## src/hdl/hsvrgb_pkg.sv

```systemverilog
// ----------------------------------------------------------------------------
// HSV to RGB converter package
// Pipeline latency and the hue sector codes shared by the converter files.
// ----------------------------------------------------------------------------
`default_nettype none

package hsvrgb_pkg;

    // Cycles from an accepted item to its result strobe.
    localparam int LATENCY = 10;

    // Sixty-degree hue sectors, named by the colors at their two ends.
    typedef enum logic [2:0] {
        SEC_RED_YELLOW    = 3'd0,
        SEC_YELLOW_GREEN  = 3'd1,
        SEC_GREEN_CYAN    = 3'd2,
        SEC_CYAN_BLUE     = 3'd3,
        SEC_BLUE_MAGENTA  = 3'd4,
        SEC_MAGENTA_RED   = 3'd5
    } t_sector;

endpackage

`default_nettype wire

```

## src/hdl/hsv_to_rgb_converter_core.sv

```systemverilog
// ----------------------------------------------------------------------------
// HSV to RGB converter core
// Converts one hue/saturation/value/alpha pixel per clock into RGB plus alpha.
// ----------------------------------------------------------------------------
// The core takes one pixel in every clock cycle and never raises busy. Each
// result appears on the output ports for a single cycle with o_strobe high;
// the receiver must accept it then, since there is no way to hold results
// back. Results pass through a ten-register pipeline that performs the four
// divisions by constants (hue by the full turn and the sector width, chroma
// by the channel maximum, and the intermediate by the sector width) as
// reciprocal multiplies, each followed by a registered remainder check and a
// one-step correction.
`default_nettype none

module hsv_to_rgb_converter_core
    import hsvrgb_pkg::*;
#(
    parameter int HUE_FRAC_BITS = 6,
    parameter int CHANNEL_BITS  = 8
) (
    input  wire logic                    i_clk,
    input  wire logic                    i_rst_n,
    input  wire logic                    start,
    output logic                         busy,
    input  wire logic [15:0]             i_hue,
    input  wire logic [CHANNEL_BITS-1:0] i_saturation,
    input  wire logic [CHANNEL_BITS-1:0] i_brightness,
    input  wire logic [7:0]              i_alpha_in,
    output logic                         o_strobe,
    output logic [CHANNEL_BITS-1:0]      o_red,
    output logic [CHANNEL_BITS-1:0]      o_green,
    output logic [CHANNEL_BITS-1:0]      o_blue,
    output logic [7:0]                   o_alpha_out
);

    localparam int CB   = CHANNEL_BITS;
    localparam int HW   = 16;
    localparam int CMAX = (1 << CB) - 1;
    localparam int SW   = 60 << HUE_FRAC_BITS;
    localparam int FT   = 360 << HUE_FRAC_BITS;
    localparam int SWW  = $clog2(SW + 1);

    // Hue modulo the full turn.
    localparam longint unsigned R_T = (64'd1 << HW) / FT;
    localparam int RT_W = (R_T > 0) ? $clog2(R_T + 1) : 1;
    localparam int TPW  = HW + RT_W;

    // Chroma: round(v*s/CMAX) as floor((2vs + CMAX) / (2 CMAX)).
    localparam int KC   = 2 * CB + 1;
    localparam int DC   = 2 * CMAX;
    localparam longint unsigned R_C = (64'd1 << KC) / DC;
    localparam int RC_W = $clog2(R_C + 1);
    localparam int CPW  = KC + RC_W;
    localparam int CRW  = CB + 2;

    // Sector and remainder inside the sector.
    localparam longint unsigned R_S = (64'd1 << HW) / SW;
    localparam int RS_W = $clog2(R_S + 1);
    localparam int SPW  = HW + RS_W;

    // Intermediate: round(c*t/SW) as floor((2ct + SW) / (2 SW)).
    localparam int KX   = CB + SWW + 1;
    localparam int DX   = 2 * SW;
    localparam longint unsigned R_X = (64'd1 << KX) / DX;
    localparam int RX_W = $clog2(R_X + 1);
    localparam int XPW  = KX + RX_W;
    localparam int XRW  = SWW + 2;

    logic [LATENCY-1:0] r_vld, n_vld;

    // Stage A
    logic [TPW-1:0]  r_a_tprod;
    logic [2*CB-1:0] r_a_vs;
    logic [HW-1:0]   r_a_hue;
    logic [CB-1:0]   r_a_v;
    logic [7:0]      r_a_alpha;
    // Stage B
    logic [HW-1:0]   r_b_h0, n_b_h0;
    logic [KC-1:0]   r_b_cnum, n_b_cnum;
    logic [CPW-1:0]  r_b_cprod;
    logic [CB-1:0]   r_b_v;
    logic [7:0]      r_b_alpha;
    // Stage C
    logic [HW-1:0]   r_c_h, n_c_h;
    logic [CB-1:0]   r_c_cq0;
    logic [CRW-1:0]  r_c_crem, n_c_crem;
    logic [CB-1:0]   r_c_v;
    logic [7:0]      r_c_alpha;
    // Stage D
    logic [HW-1:0]   r_d_h;
    logic [SPW-1:0]  r_d_sprod;
    logic [CB-1:0]   r_d_c, n_d_c;
    logic [CB-1:0]   r_d_v;
    logic [7:0]      r_d_alpha;
    // Stage E
    logic [2:0]      r_e_sq0;
    logic [SWW:0]    r_e_srem0, n_e_srem0;
    logic [CB-1:0]   r_e_c;
    logic [CB-1:0]   r_e_m;
    logic [7:0]      r_e_alpha;
    // Stage F
    t_sector         r_f_sector, n_f_sector;
    logic [SWW-1:0]  r_f_rem, n_f_rem;
    logic [CB-1:0]   r_f_c;
    logic [CB-1:0]   r_f_m;
    logic [7:0]      r_f_alpha;
    // Stage G
    logic [CB+SWW-1:0] r_g_ct;
    logic [SWW-1:0]  n_g_t;
    t_sector         r_g_sector;
    logic [CB-1:0]   r_g_c;
    logic [CB-1:0]   r_g_m;
    logic [7:0]      r_g_alpha;
    // Stage H
    logic [KX-1:0]   r_h_xnum, n_h_xnum;
    logic [XPW-1:0]  r_h_xprod;
    t_sector         r_h_sector;
    logic [CB-1:0]   r_h_c;
    logic [CB-1:0]   r_h_m;
    logic [7:0]      r_h_alpha;
    // Stage I
    logic [CB-1:0]   r_i_xq0;
    logic [XRW-1:0]  r_i_xrem, n_i_xrem;
    t_sector         r_i_sector;
    logic [CB-1:0]   r_i_c;
    logic [CB-1:0]   r_i_m;
    logic [7:0]      r_i_alpha;
    // Stage J (outputs)
    logic [CB-1:0]   r_red, n_red;
    logic [CB-1:0]   r_green, n_green;
    logic [CB-1:0]   r_blue, n_blue;
    logic [7:0]      r_alpha;

    // Combinational helpers
    logic [RT_W-1:0] w_qt;
    logic [31:0]     w_h0_full;
    logic [CB-1:0]   w_cq0;
    logic [KC-1:0]   w_crem_full;
    logic [2:0]      w_sq0;
    logic [HW-1:0]   w_srem_full;
    logic [CB-1:0]   w_xq0;
    logic [KX-1:0]   w_xrem_full;
    logic [CB-1:0]   w_x;
    logic [CB-1:0]   w_r, w_g, w_b;

    assign busy = 1'b0;
    assign n_vld = {r_vld[LATENCY-2:0], start & ~busy};

    always_comb begin
        // Stage B: first hue reduction, chroma numerator and reciprocal product.
        w_qt      = r_a_tprod[TPW-1:HW];
        w_h0_full = 32'(r_a_hue) - 32'(w_qt) * 32'(FT);
        n_b_h0    = w_h0_full[HW-1:0];
        n_b_cnum  = KC'({r_a_vs, 1'b0}) + KC'(CMAX);

        // Stage C: finish hue reduction, chroma quotient estimate and remainder.
        n_c_h       = (32'(r_b_h0) >= 32'(FT)) ? HW'(32'(r_b_h0) - 32'(FT)) : r_b_h0;
        w_cq0       = r_b_cprod[KC +: CB];
        w_crem_full = r_b_cnum - KC'(w_cq0) * KC'(DC);
        n_c_crem    = w_crem_full[CRW-1:0];

        // Stage D: chroma correction.
        n_d_c = (r_c_crem >= CRW'(DC)) ? r_c_cq0 + CB'(1) : r_c_cq0;

        // Stage E: sector estimate and its remainder.
        w_sq0       = r_d_sprod[HW +: 3];
        w_srem_full = r_d_h - HW'(w_sq0) * HW'(SW);
        n_e_srem0   = w_srem_full[SWW:0];

        // Stage F: sector correction.
        if (r_e_srem0 >= (SWW+1)'(SW)) begin
            n_f_sector = t_sector'(r_e_sq0 + 3'd1);
            n_f_rem    = SWW'(r_e_srem0 - (SWW+1)'(SW));
        end else begin
            n_f_sector = t_sector'(r_e_sq0);
            n_f_rem    = SWW'(r_e_srem0);
        end

        // Stage G: odd sectors ramp down across the sector.
        if (r_f_sector == SEC_YELLOW_GREEN || r_f_sector == SEC_CYAN_BLUE ||
                r_f_sector == SEC_MAGENTA_RED) begin
            n_g_t = SWW'(SW) - r_f_rem;
        end else begin
            n_g_t = r_f_rem;
        end

        // Stage H: intermediate numerator.
        n_h_xnum = KX'({r_g_ct, 1'b0}) + KX'(SW);

        // Stage I: intermediate quotient estimate and remainder.
        w_xq0       = r_h_xprod[KX +: CB];
        w_xrem_full = r_h_xnum - KX'(w_xq0) * KX'(DX);
        n_i_xrem    = w_xrem_full[XRW-1:0];

        // Stage J: correction, channel placement and offset.
        w_x = (r_i_xrem >= XRW'(DX)) ? r_i_xq0 + CB'(1) : r_i_xq0;
        unique case (r_i_sector)
            SEC_RED_YELLOW: begin
                w_r = r_i_c; w_g = w_x;   w_b = '0;
            end
            SEC_YELLOW_GREEN: begin
                w_r = w_x;   w_g = r_i_c; w_b = '0;
            end
            SEC_GREEN_CYAN: begin
                w_r = '0;    w_g = r_i_c; w_b = w_x;
            end
            SEC_CYAN_BLUE: begin
                w_r = '0;    w_g = w_x;   w_b = r_i_c;
            end
            SEC_BLUE_MAGENTA: begin
                w_r = w_x;   w_g = '0;    w_b = r_i_c;
            end
            SEC_MAGENTA_RED: begin
                w_r = r_i_c; w_g = '0;    w_b = w_x;
            end
            default: begin
                w_r = r_i_c; w_g = '0;    w_b = w_x;
            end
        endcase
        n_red   = w_r + r_i_m;
        n_green = w_g + r_i_m;
        n_blue  = w_b + r_i_m;
    end

    always_ff @(posedge i_clk) begin
        if (!i_rst_n) begin
            r_vld <= '0;
        end else begin
            r_vld <= n_vld;
        end
    end

    always_ff @(posedge i_clk) begin
        r_a_tprod  <= TPW'(i_hue) * TPW'(R_T);
        r_a_vs     <= (2*CB)'(i_saturation) * (2*CB)'(i_brightness);
        r_a_hue    <= i_hue;
        r_a_v      <= i_brightness;
        r_a_alpha  <= i_alpha_in;

        r_b_h0     <= n_b_h0;
        r_b_cnum   <= n_b_cnum;
        r_b_cprod  <= CPW'(n_b_cnum) * CPW'(R_C);
        r_b_v      <= r_a_v;
        r_b_alpha  <= r_a_alpha;

        r_c_h      <= n_c_h;
        r_c_cq0    <= w_cq0;
        r_c_crem   <= n_c_crem;
        r_c_v      <= r_b_v;
        r_c_alpha  <= r_b_alpha;

        r_d_h      <= r_c_h;
        r_d_sprod  <= SPW'(r_c_h) * SPW'(R_S);
        r_d_c      <= n_d_c;
        r_d_v      <= r_c_v;
        r_d_alpha  <= r_c_alpha;

        r_e_sq0    <= w_sq0;
        r_e_srem0  <= n_e_srem0;
        r_e_c      <= r_d_c;
        r_e_m      <= r_d_v - r_d_c;
        r_e_alpha  <= r_d_alpha;

        r_f_sector <= n_f_sector;
        r_f_rem    <= n_f_rem;
        r_f_c      <= r_e_c;
        r_f_m      <= r_e_m;
        r_f_alpha  <= r_e_alpha;

        r_g_ct     <= (CB+SWW)'(r_f_c) * (CB+SWW)'(n_g_t);
        r_g_sector <= r_f_sector;
        r_g_c      <= r_f_c;
        r_g_m      <= r_f_m;
        r_g_alpha  <= r_f_alpha;

        r_h_xnum   <= n_h_xnum;
        r_h_xprod  <= XPW'(n_h_xnum) * XPW'(R_X);
        r_h_sector <= r_g_sector;
        r_h_c      <= r_g_c;
        r_h_m      <= r_g_m;
        r_h_alpha  <= r_g_alpha;

        r_i_xq0    <= w_xq0;
        r_i_xrem   <= n_i_xrem;
        r_i_sector <= r_h_sector;
        r_i_c      <= r_h_c;
        r_i_m      <= r_h_m;
        r_i_alpha  <= r_h_alpha;

        r_red      <= n_red;
        r_green    <= n_green;
        r_blue     <= n_blue;
        r_alpha    <= r_i_alpha;
    end

    assign o_strobe    = r_vld[LATENCY-1];
    assign o_red       = r_red;
    assign o_green     = r_green;
    assign o_blue      = r_blue;
    assign o_alpha_out = r_alpha;

endmodule

`default_nettype wire

```

## config.mk

```make
export PLATFORM = sky130hd
export DESIGN_NAME = hsv_to_rgb_converter_core
export DESIGN_NICKNAME = d
export VERILOG_FILES = /design/src/hdl/hsvrgb_pkg.sv /design/src/hdl/hsv_to_rgb_converter_core.sv
export SDC_FILE = /design/constraint.sdc
export NUM_CORES = 1
export LEC_CHECK = 0
export BUFFER_PORTS_ARGS = -buffer_cell sky130_fd_sc_hd__buf_4
export CAP_MARGIN = 20
export CELL_PAD_IN_SITES_DETAIL_PLACEMENT = 1
export CELL_PAD_IN_SITES_GLOBAL_PLACEMENT = 2
export CORE_AREA = 5 5 218 220
export CTS_BUF_LIST = sky130_fd_sc_hd__clkbuf_8
export DETAILED_ROUTE_END_ITERATION = 12
export DIE_AREA = 0 0 223 225
export PLACE_DENSITY = 0.95
export RECOVER_POWER = 50
export SLEW_MARGIN = 0
export SYNTH_ARGS = -nofsm -noshare
export SYNTH_HDL_FRONTEND = slang
export SYNTH_SLANG_ARGS = --single-unit
```

## constraint.sdc

```tcl
create_clock -name i_clk -period 9.45 [get_ports i_clk]
set_input_delay 1.4175 -clock i_clk [delete_from_list [all_inputs] [get_ports i_clk]]
set_output_delay 1.4175 -clock i_clk [all_outputs]
set_load 0.02 [all_outputs]
```

==> flow_results.xml <==
<?xml version="1.0" encoding="UTF-8"?>
<metrics>
  <group name="run_status">
    <metric name="status" unit="">finished clean</metric>
  </group>
  <group name="clock_tree">
    <metric name="ctsRootBufferMaster" unit="">sky130_fd_sc_hd__clkbuf_8</metric>
    <metric name="tritoncts.num_buffers" unit="">70</metric>
    <metric name="clock-sinks" unit="">434</metric>
    <metric name="cts_tree" unit="">built</metric>
    <metric name="post-cts-setup-buffer-count" unit="">0</metric>
    <metric name="clk_transition_reported_paths" unit="ns">0.07</metric>
    <metric name="postCtsHoldBufs" unit="">0</metric>
    <metric name="post_cts_resized" unit="">0</metric>
    <metric name="clk_latency" unit="ns">0.62</metric>
    <metric name="cts-htree-levels" unit="">3</metric>
    <metric name="clockBufferDepth" unit="">3</metric>
  </group>
  <group name="synthesis">
    <metric name="syn_inst" unit="">1931</metric>
    <metric name="synth.distinct_cells" unit="">67</metric>
    <metric name="synthFlopType" unit="">sky130_fd_sc_hd__dfxtp_1</metric>
    <metric name="mappedNetlistArea" unit="sq mm">0.0210</metric>
    <metric name="postSynth.asyncResetShare" unit="">0</metric>
    <metric name="postSynthRegisterBits" unit="">434</metric>
    <metric name="synth_edf_count" unit="">0</metric>
    <metric name="syn_area_per_cell" unit="sq um">10.9</metric>
    <metric name="ys_warn_count" unit="">0</metric>
    <metric name="yosysSeqAreaShare" unit="">0.414</metric>
    <metric name="syn_nets" unit="">2373</metric>
  </group>
  <group name="floorplan">
    <metric name="die_height" unit="um">225</metric>
    <metric name="initial_core_util" unit="">0.466</metric>
    <metric name="ioPinCount" unit="">77</metric>
    <metric name="floorplan.rows" unit="">78</metric>
    <metric name="core_region_area" unit="sq mm">0.0451</metric>
    <metric name="die-width" unit="um">223</metric>
    <metric name="die_footprint" unit="sq mm">0.0502</metric>
  </group>
  <group name="drt">
    <metric name="detail_route.first_pass.iterations" unit="">5</metric>
    <metric name="final_antenna_net_count" unit="">0</metric>
    <metric name="route.detailed.wl_per_inst" unit="um">16.1</metric>
    <metric name="route.vias.total" unit="">13400</metric>
    <metric name="drcViolationCount" unit="">0</metric>
    <metric name="routed_wirelength" unit="mm">43.6</metric>
    <metric name="detailedRoute.firstIterationViolations" unit="">326</metric>
    <metric name="via_to_cell_ratio" unit="">4.93</metric>
  </group>
  <group name="sta">
    <metric name="setup_tns" unit="ns">0</metric>
    <metric name="slew_viol_final" unit="">0</metric>
    <metric name="clock.fmax" unit="MHz">167</metric>
    <metric name="finalHoldViolations" unit="">0</metric>
    <metric name="fin_crit_sh" unit="">0.633</metric>
    <metric name="setup_ws" unit="ns">3.46</metric>
    <metric name="finalSetupViolCount" unit="">0</metric>
    <metric name="worst_slew_pin_slew" unit="ns">0.800</metric>
    <metric name="clock_skew" unit="ns">0.0242</metric>
    <metric name="grt_setup_unrepaired" unit="">false</metric>
    <metric name="post-route-min-period" unit="ns">5.99</metric>
    <metric name="relSlewSlack" unit="">0.463</metric>
  </group>
  <group name="place">
    <metric name="dp_slack" unit="ns">3.43</metric>
    <metric name="portbufs" unit="">75</metric>
    <metric name="globalplace.congestion" unit="">0.815</metric>
    <metric name="hpwl" unit="mm">34.0</metric>
  </group>
  <group name="global_route">
    <metric name="grt_overflow_total" unit="">0</metric>
    <metric name="total_routing_usage_reported_by_global_routing" unit="">0.176</metric>
    <metric name="antenna_found_initial" unit="">0</metric>
    <metric name="first_global_vias" unit="">15000</metric>
    <metric name="first_pass_grt_wire_length" unit="mm">73.0</metric>
    <metric name="grt_max_degree" unit="">37</metric>
  </group>
  <group name="critical_path">
    <metric name="critPathMaxFanout" unit="">10</metric>
    <metric name="worst_ep_required_time" unit="ns">9.96</metric>
    <metric name="critPathLaunchType" unit="">flop</metric>
    <metric name="timing.critical_path.arrival" unit="ns">6.49</metric>
    <metric name="critical_path_end_type" unit="">flop</metric>
    <metric name="critical_path_class" unit="">flop to flop</metric>
  </group>
  <group name="layout">
    <metric name="antenna_cells_inserted" unit="">0</metric>
    <metric name="seq_area" unit="sq mm">0.00869</metric>
    <metric name="final_core_utilization" unit="">0.526</metric>
    <metric name="drive_above_1_share" unit="">0.0968</metric>
    <metric name="nFillCells" unit="">4934</metric>
    <metric name="num-nets-final" unit="">2501</metric>
    <metric name="flow.area_growth_from_synthesis" unit="%">12.9</metric>
    <metric name="multi_input_comb_area" unit="sq mm">0.0113</metric>
  </group>
  <group name="hold_path">
    <metric name="worst_hold_path_type" unit="">flop to flop</metric>
  </group>
  <group name="run">
    <metric name="drv.max_cap_violation_count" unit="">0</metric>
  </group>
</metrics>
-- Yosys cell counts (4+ instances only) --
master / instances / area [sq um]
sky130_fd_sc_hd__buf_1: 7 / 26.3
sky130_fd_sc_hd__o21a_1: 8 / 60.1
sky130_fd_sc_hd__fa_1: 137 / 2740
sky130_fd_sc_hd__a21oi_1: 76 / 380
sky130_fd_sc_hd__and2_1: 79 / 494
sky130_fd_sc_hd__a22o_1: 7 / 61.3
sky130_fd_sc_hd__nor3_1: 16 / 80.1
sky130_fd_sc_hd__dfxtp_1: 434 / 8690
sky130_fd_sc_hd__a31o_2: 4 / 35.0
sky130_fd_sc_hd__nand2b_1: 27 / 169
sky130_fd_sc_hd__xnor2_1: 116 / 1020
sky130_fd_sc_hd__nor2b_1: 65 / 407
sky130_fd_sc_hd__o211ai_1: 4 / 30.0
sky130_fd_sc_hd__o31a_1: 5 / 43.8
sky130_fd_sc_hd__nor2_1: 62 / 233
sky130_fd_sc_hd__clkbuf_1: 13 / 48.8
sky130_fd_sc_hd__o21bai_1: 10 / 75.1
sky130_fd_sc_hd__ha_1: 262 / 3280
sky130_fd_sc_hd__nand3_1: 12 / 60.1
sky130_fd_sc_hd__mux2i_1: 4 / 40.0
sky130_fd_sc_hd__a21o_1: 37 / 278
sky130_fd_sc_hd__and4_1: 4 / 35.0
sky130_fd_sc_hd__nand2_1: 115 / 432
sky130_fd_sc_hd__and3_1: 12 / 75.1
sky130_fd_sc_hd__nand4_1: 5 / 31.3
sky130_fd_sc_hd__xor2_1: 52 / 455
sky130_fd_sc_hd__a31oi_1: 6 / 37.5
sky130_fd_sc_hd__o21ai_0: 41 / 205
sky130_fd_sc_hd__inv_1: 250 / 938
sky130_fd_sc_hd__a211oi_1: 7 / 52.6
-- layer usage --
metal,wire length [um],part of all wire,up-vias,track usage
met5,0,0,-,0
met4,1230,0.028,0,0.0603
met3,1280,0.029,90,0.0331
met2,23300,0.53,181,0.332
met1,17800,0.41,6566,0.200
li1,-,-,6518,-
-- cells by family after synthesis --
| logic type | share of synthesized area |
|---|---|
| flops | 0.414 |
| simple gates | 0.105 |
| fa+ha+maj | 0.287 |
| buf+inv | 0.0488 |
| compound gates | 0.0721 |
| xor+xnor | 0.0701 |
| mux | 0.00351 |
| other cells | 0.000179 |
-- path summary, 6_finish.rpt --
check	start	end	slack, ns	cells after the start
hold reg to reg	r_c_v[1]	r_d_v[1]	0.32	0
setup / recovery	r_f_rem[0]	r_g_ct[14]	3.46	21
hold / removal	r_c_v[1]	r_d_v[1]	0.32	0
setup reg to reg	r_f_rem[0]	r_g_ct[14]	3.46	21
-- stage by stage --
stage | instances | hold slack [ns] | cell area, sq um
floorplan | 1931 | 0.310 | 21000
global placement | 2587 | 0.310 | 22300
detailed placement | 2587 | 0.313 | 22300
CTS | 2707 | 0.324 | 23700
global route | 2707 | 0.325 | 23700
finish | 2707 | 0.324 | 23700
-- registers in the layout, summed over array words and instances (netlist names), 9 cells and up --
| name | flops |
|---|---|
| r_d_h | 9 |
| r_f_rem | 12 |
| r_vld | 10 |
| r_c_h | 16 |
| r_e_srem0 | 13 |
| r_a_vs | 16 |
| r_g_ct | 20 |
| r_b_cprod | 15 |
| r_a_tprod | 16 |
| r_b_h0 | 16 |
| r_c_crem | 9 |
-- cell usage in the layout, fill, tap and decap left out, types with 8 or more instances in the layout --
| cell type | count |
|---|---|
| sky130_fd_sc_hd__a21o_1 | 37 |
| sky130_fd_sc_hd__clkbuf_8 | 85 |
| sky130_fd_sc_hd__nor2b_1 | 65 |
| sky130_fd_sc_hd__xnor2_1 | 116 |
| sky130_fd_sc_hd__nand2_1 | 115 |
| sky130_fd_sc_hd__nor3_1 | 16 |
| sky130_fd_sc_hd__a21oi_1 | 76 |
| sky130_fd_sc_hd__dfxtp_1 | 434 |
| sky130_fd_sc_hd__nand2b_1 | 27 |
| sky130_fd_sc_hd__buf_4 | 77 |
| sky130_fd_sc_hd__xor2_1 | 52 |
| sky130_fd_sc_hd__inv_1 | 266 |
| sky130_fd_sc_hd__o21a_1 | 8 |
| sky130_fd_sc_hd__nand3_1 | 12 |
| sky130_fd_sc_hd__fa_1 | 137 |
| sky130_fd_sc_hd__nor2_1 | 62 |
| sky130_fd_sc_hd__ha_1 | 262 |
| sky130_fd_sc_hd__and2_1 | 79 |
| sky130_fd_sc_hd__o21bai_1 | 10 |
| sky130_fd_sc_hd__o21ai_0 | 41 |
| sky130_fd_sc_hd__and3_1 | 12 |
-- cell type report --
type                       count  area share
clock buffer                  85      0.0493
clock inverter                35      0.0124
inverter                     251      0.0397
multi-input combinational   1225       0.476
sequential                   434       0.366
tap                          600      0.0317
timing repair buffer          77      0.0244
-- worst max-delay path: stages (launching register included) --
cell and delay (ns):
sky130_fd_sc_hd__dfxtp_1 0.47, sky130_fd_sc_hd__inv_1 0.10, sky130_fd_sc_hd__ha_1 0.21, sky130_fd_sc_hd__nor2b_1 0.17, sky130_fd_sc_hd__a21o_1 0.19, sky130_fd_sc_hd__xor2_1 0.53
sky130_fd_sc_hd__nand2b_1 0.23, sky130_fd_sc_hd__fa_1 0.46, sky130_fd_sc_hd__fa_1 0.51, sky130_fd_sc_hd__inv_1 0.06, sky130_fd_sc_hd__fa_1 0.53, sky130_fd_sc_hd__inv_1 0.05
sky130_fd_sc_hd__fa_1 0.53, sky130_fd_sc_hd__inv_1 0.04, sky130_fd_sc_hd__ha_1 0.33, sky130_fd_sc_hd__nor3_1 0.21, sky130_fd_sc_hd__nor2_1 0.07, sky130_fd_sc_hd__a31oi_1 0.25
sky130_fd_sc_hd__o21bai_1 0.17, sky130_fd_sc_hd__a2111oi_0 0.46, sky130_fd_sc_hd__nor3_1 0.13, sky130_fd_sc_hd__xor2_1 0.15
Power is left out: the tool's default activity adds up to more than one toggle a clock period on the data nets, which glitch-free logic cannot reach.
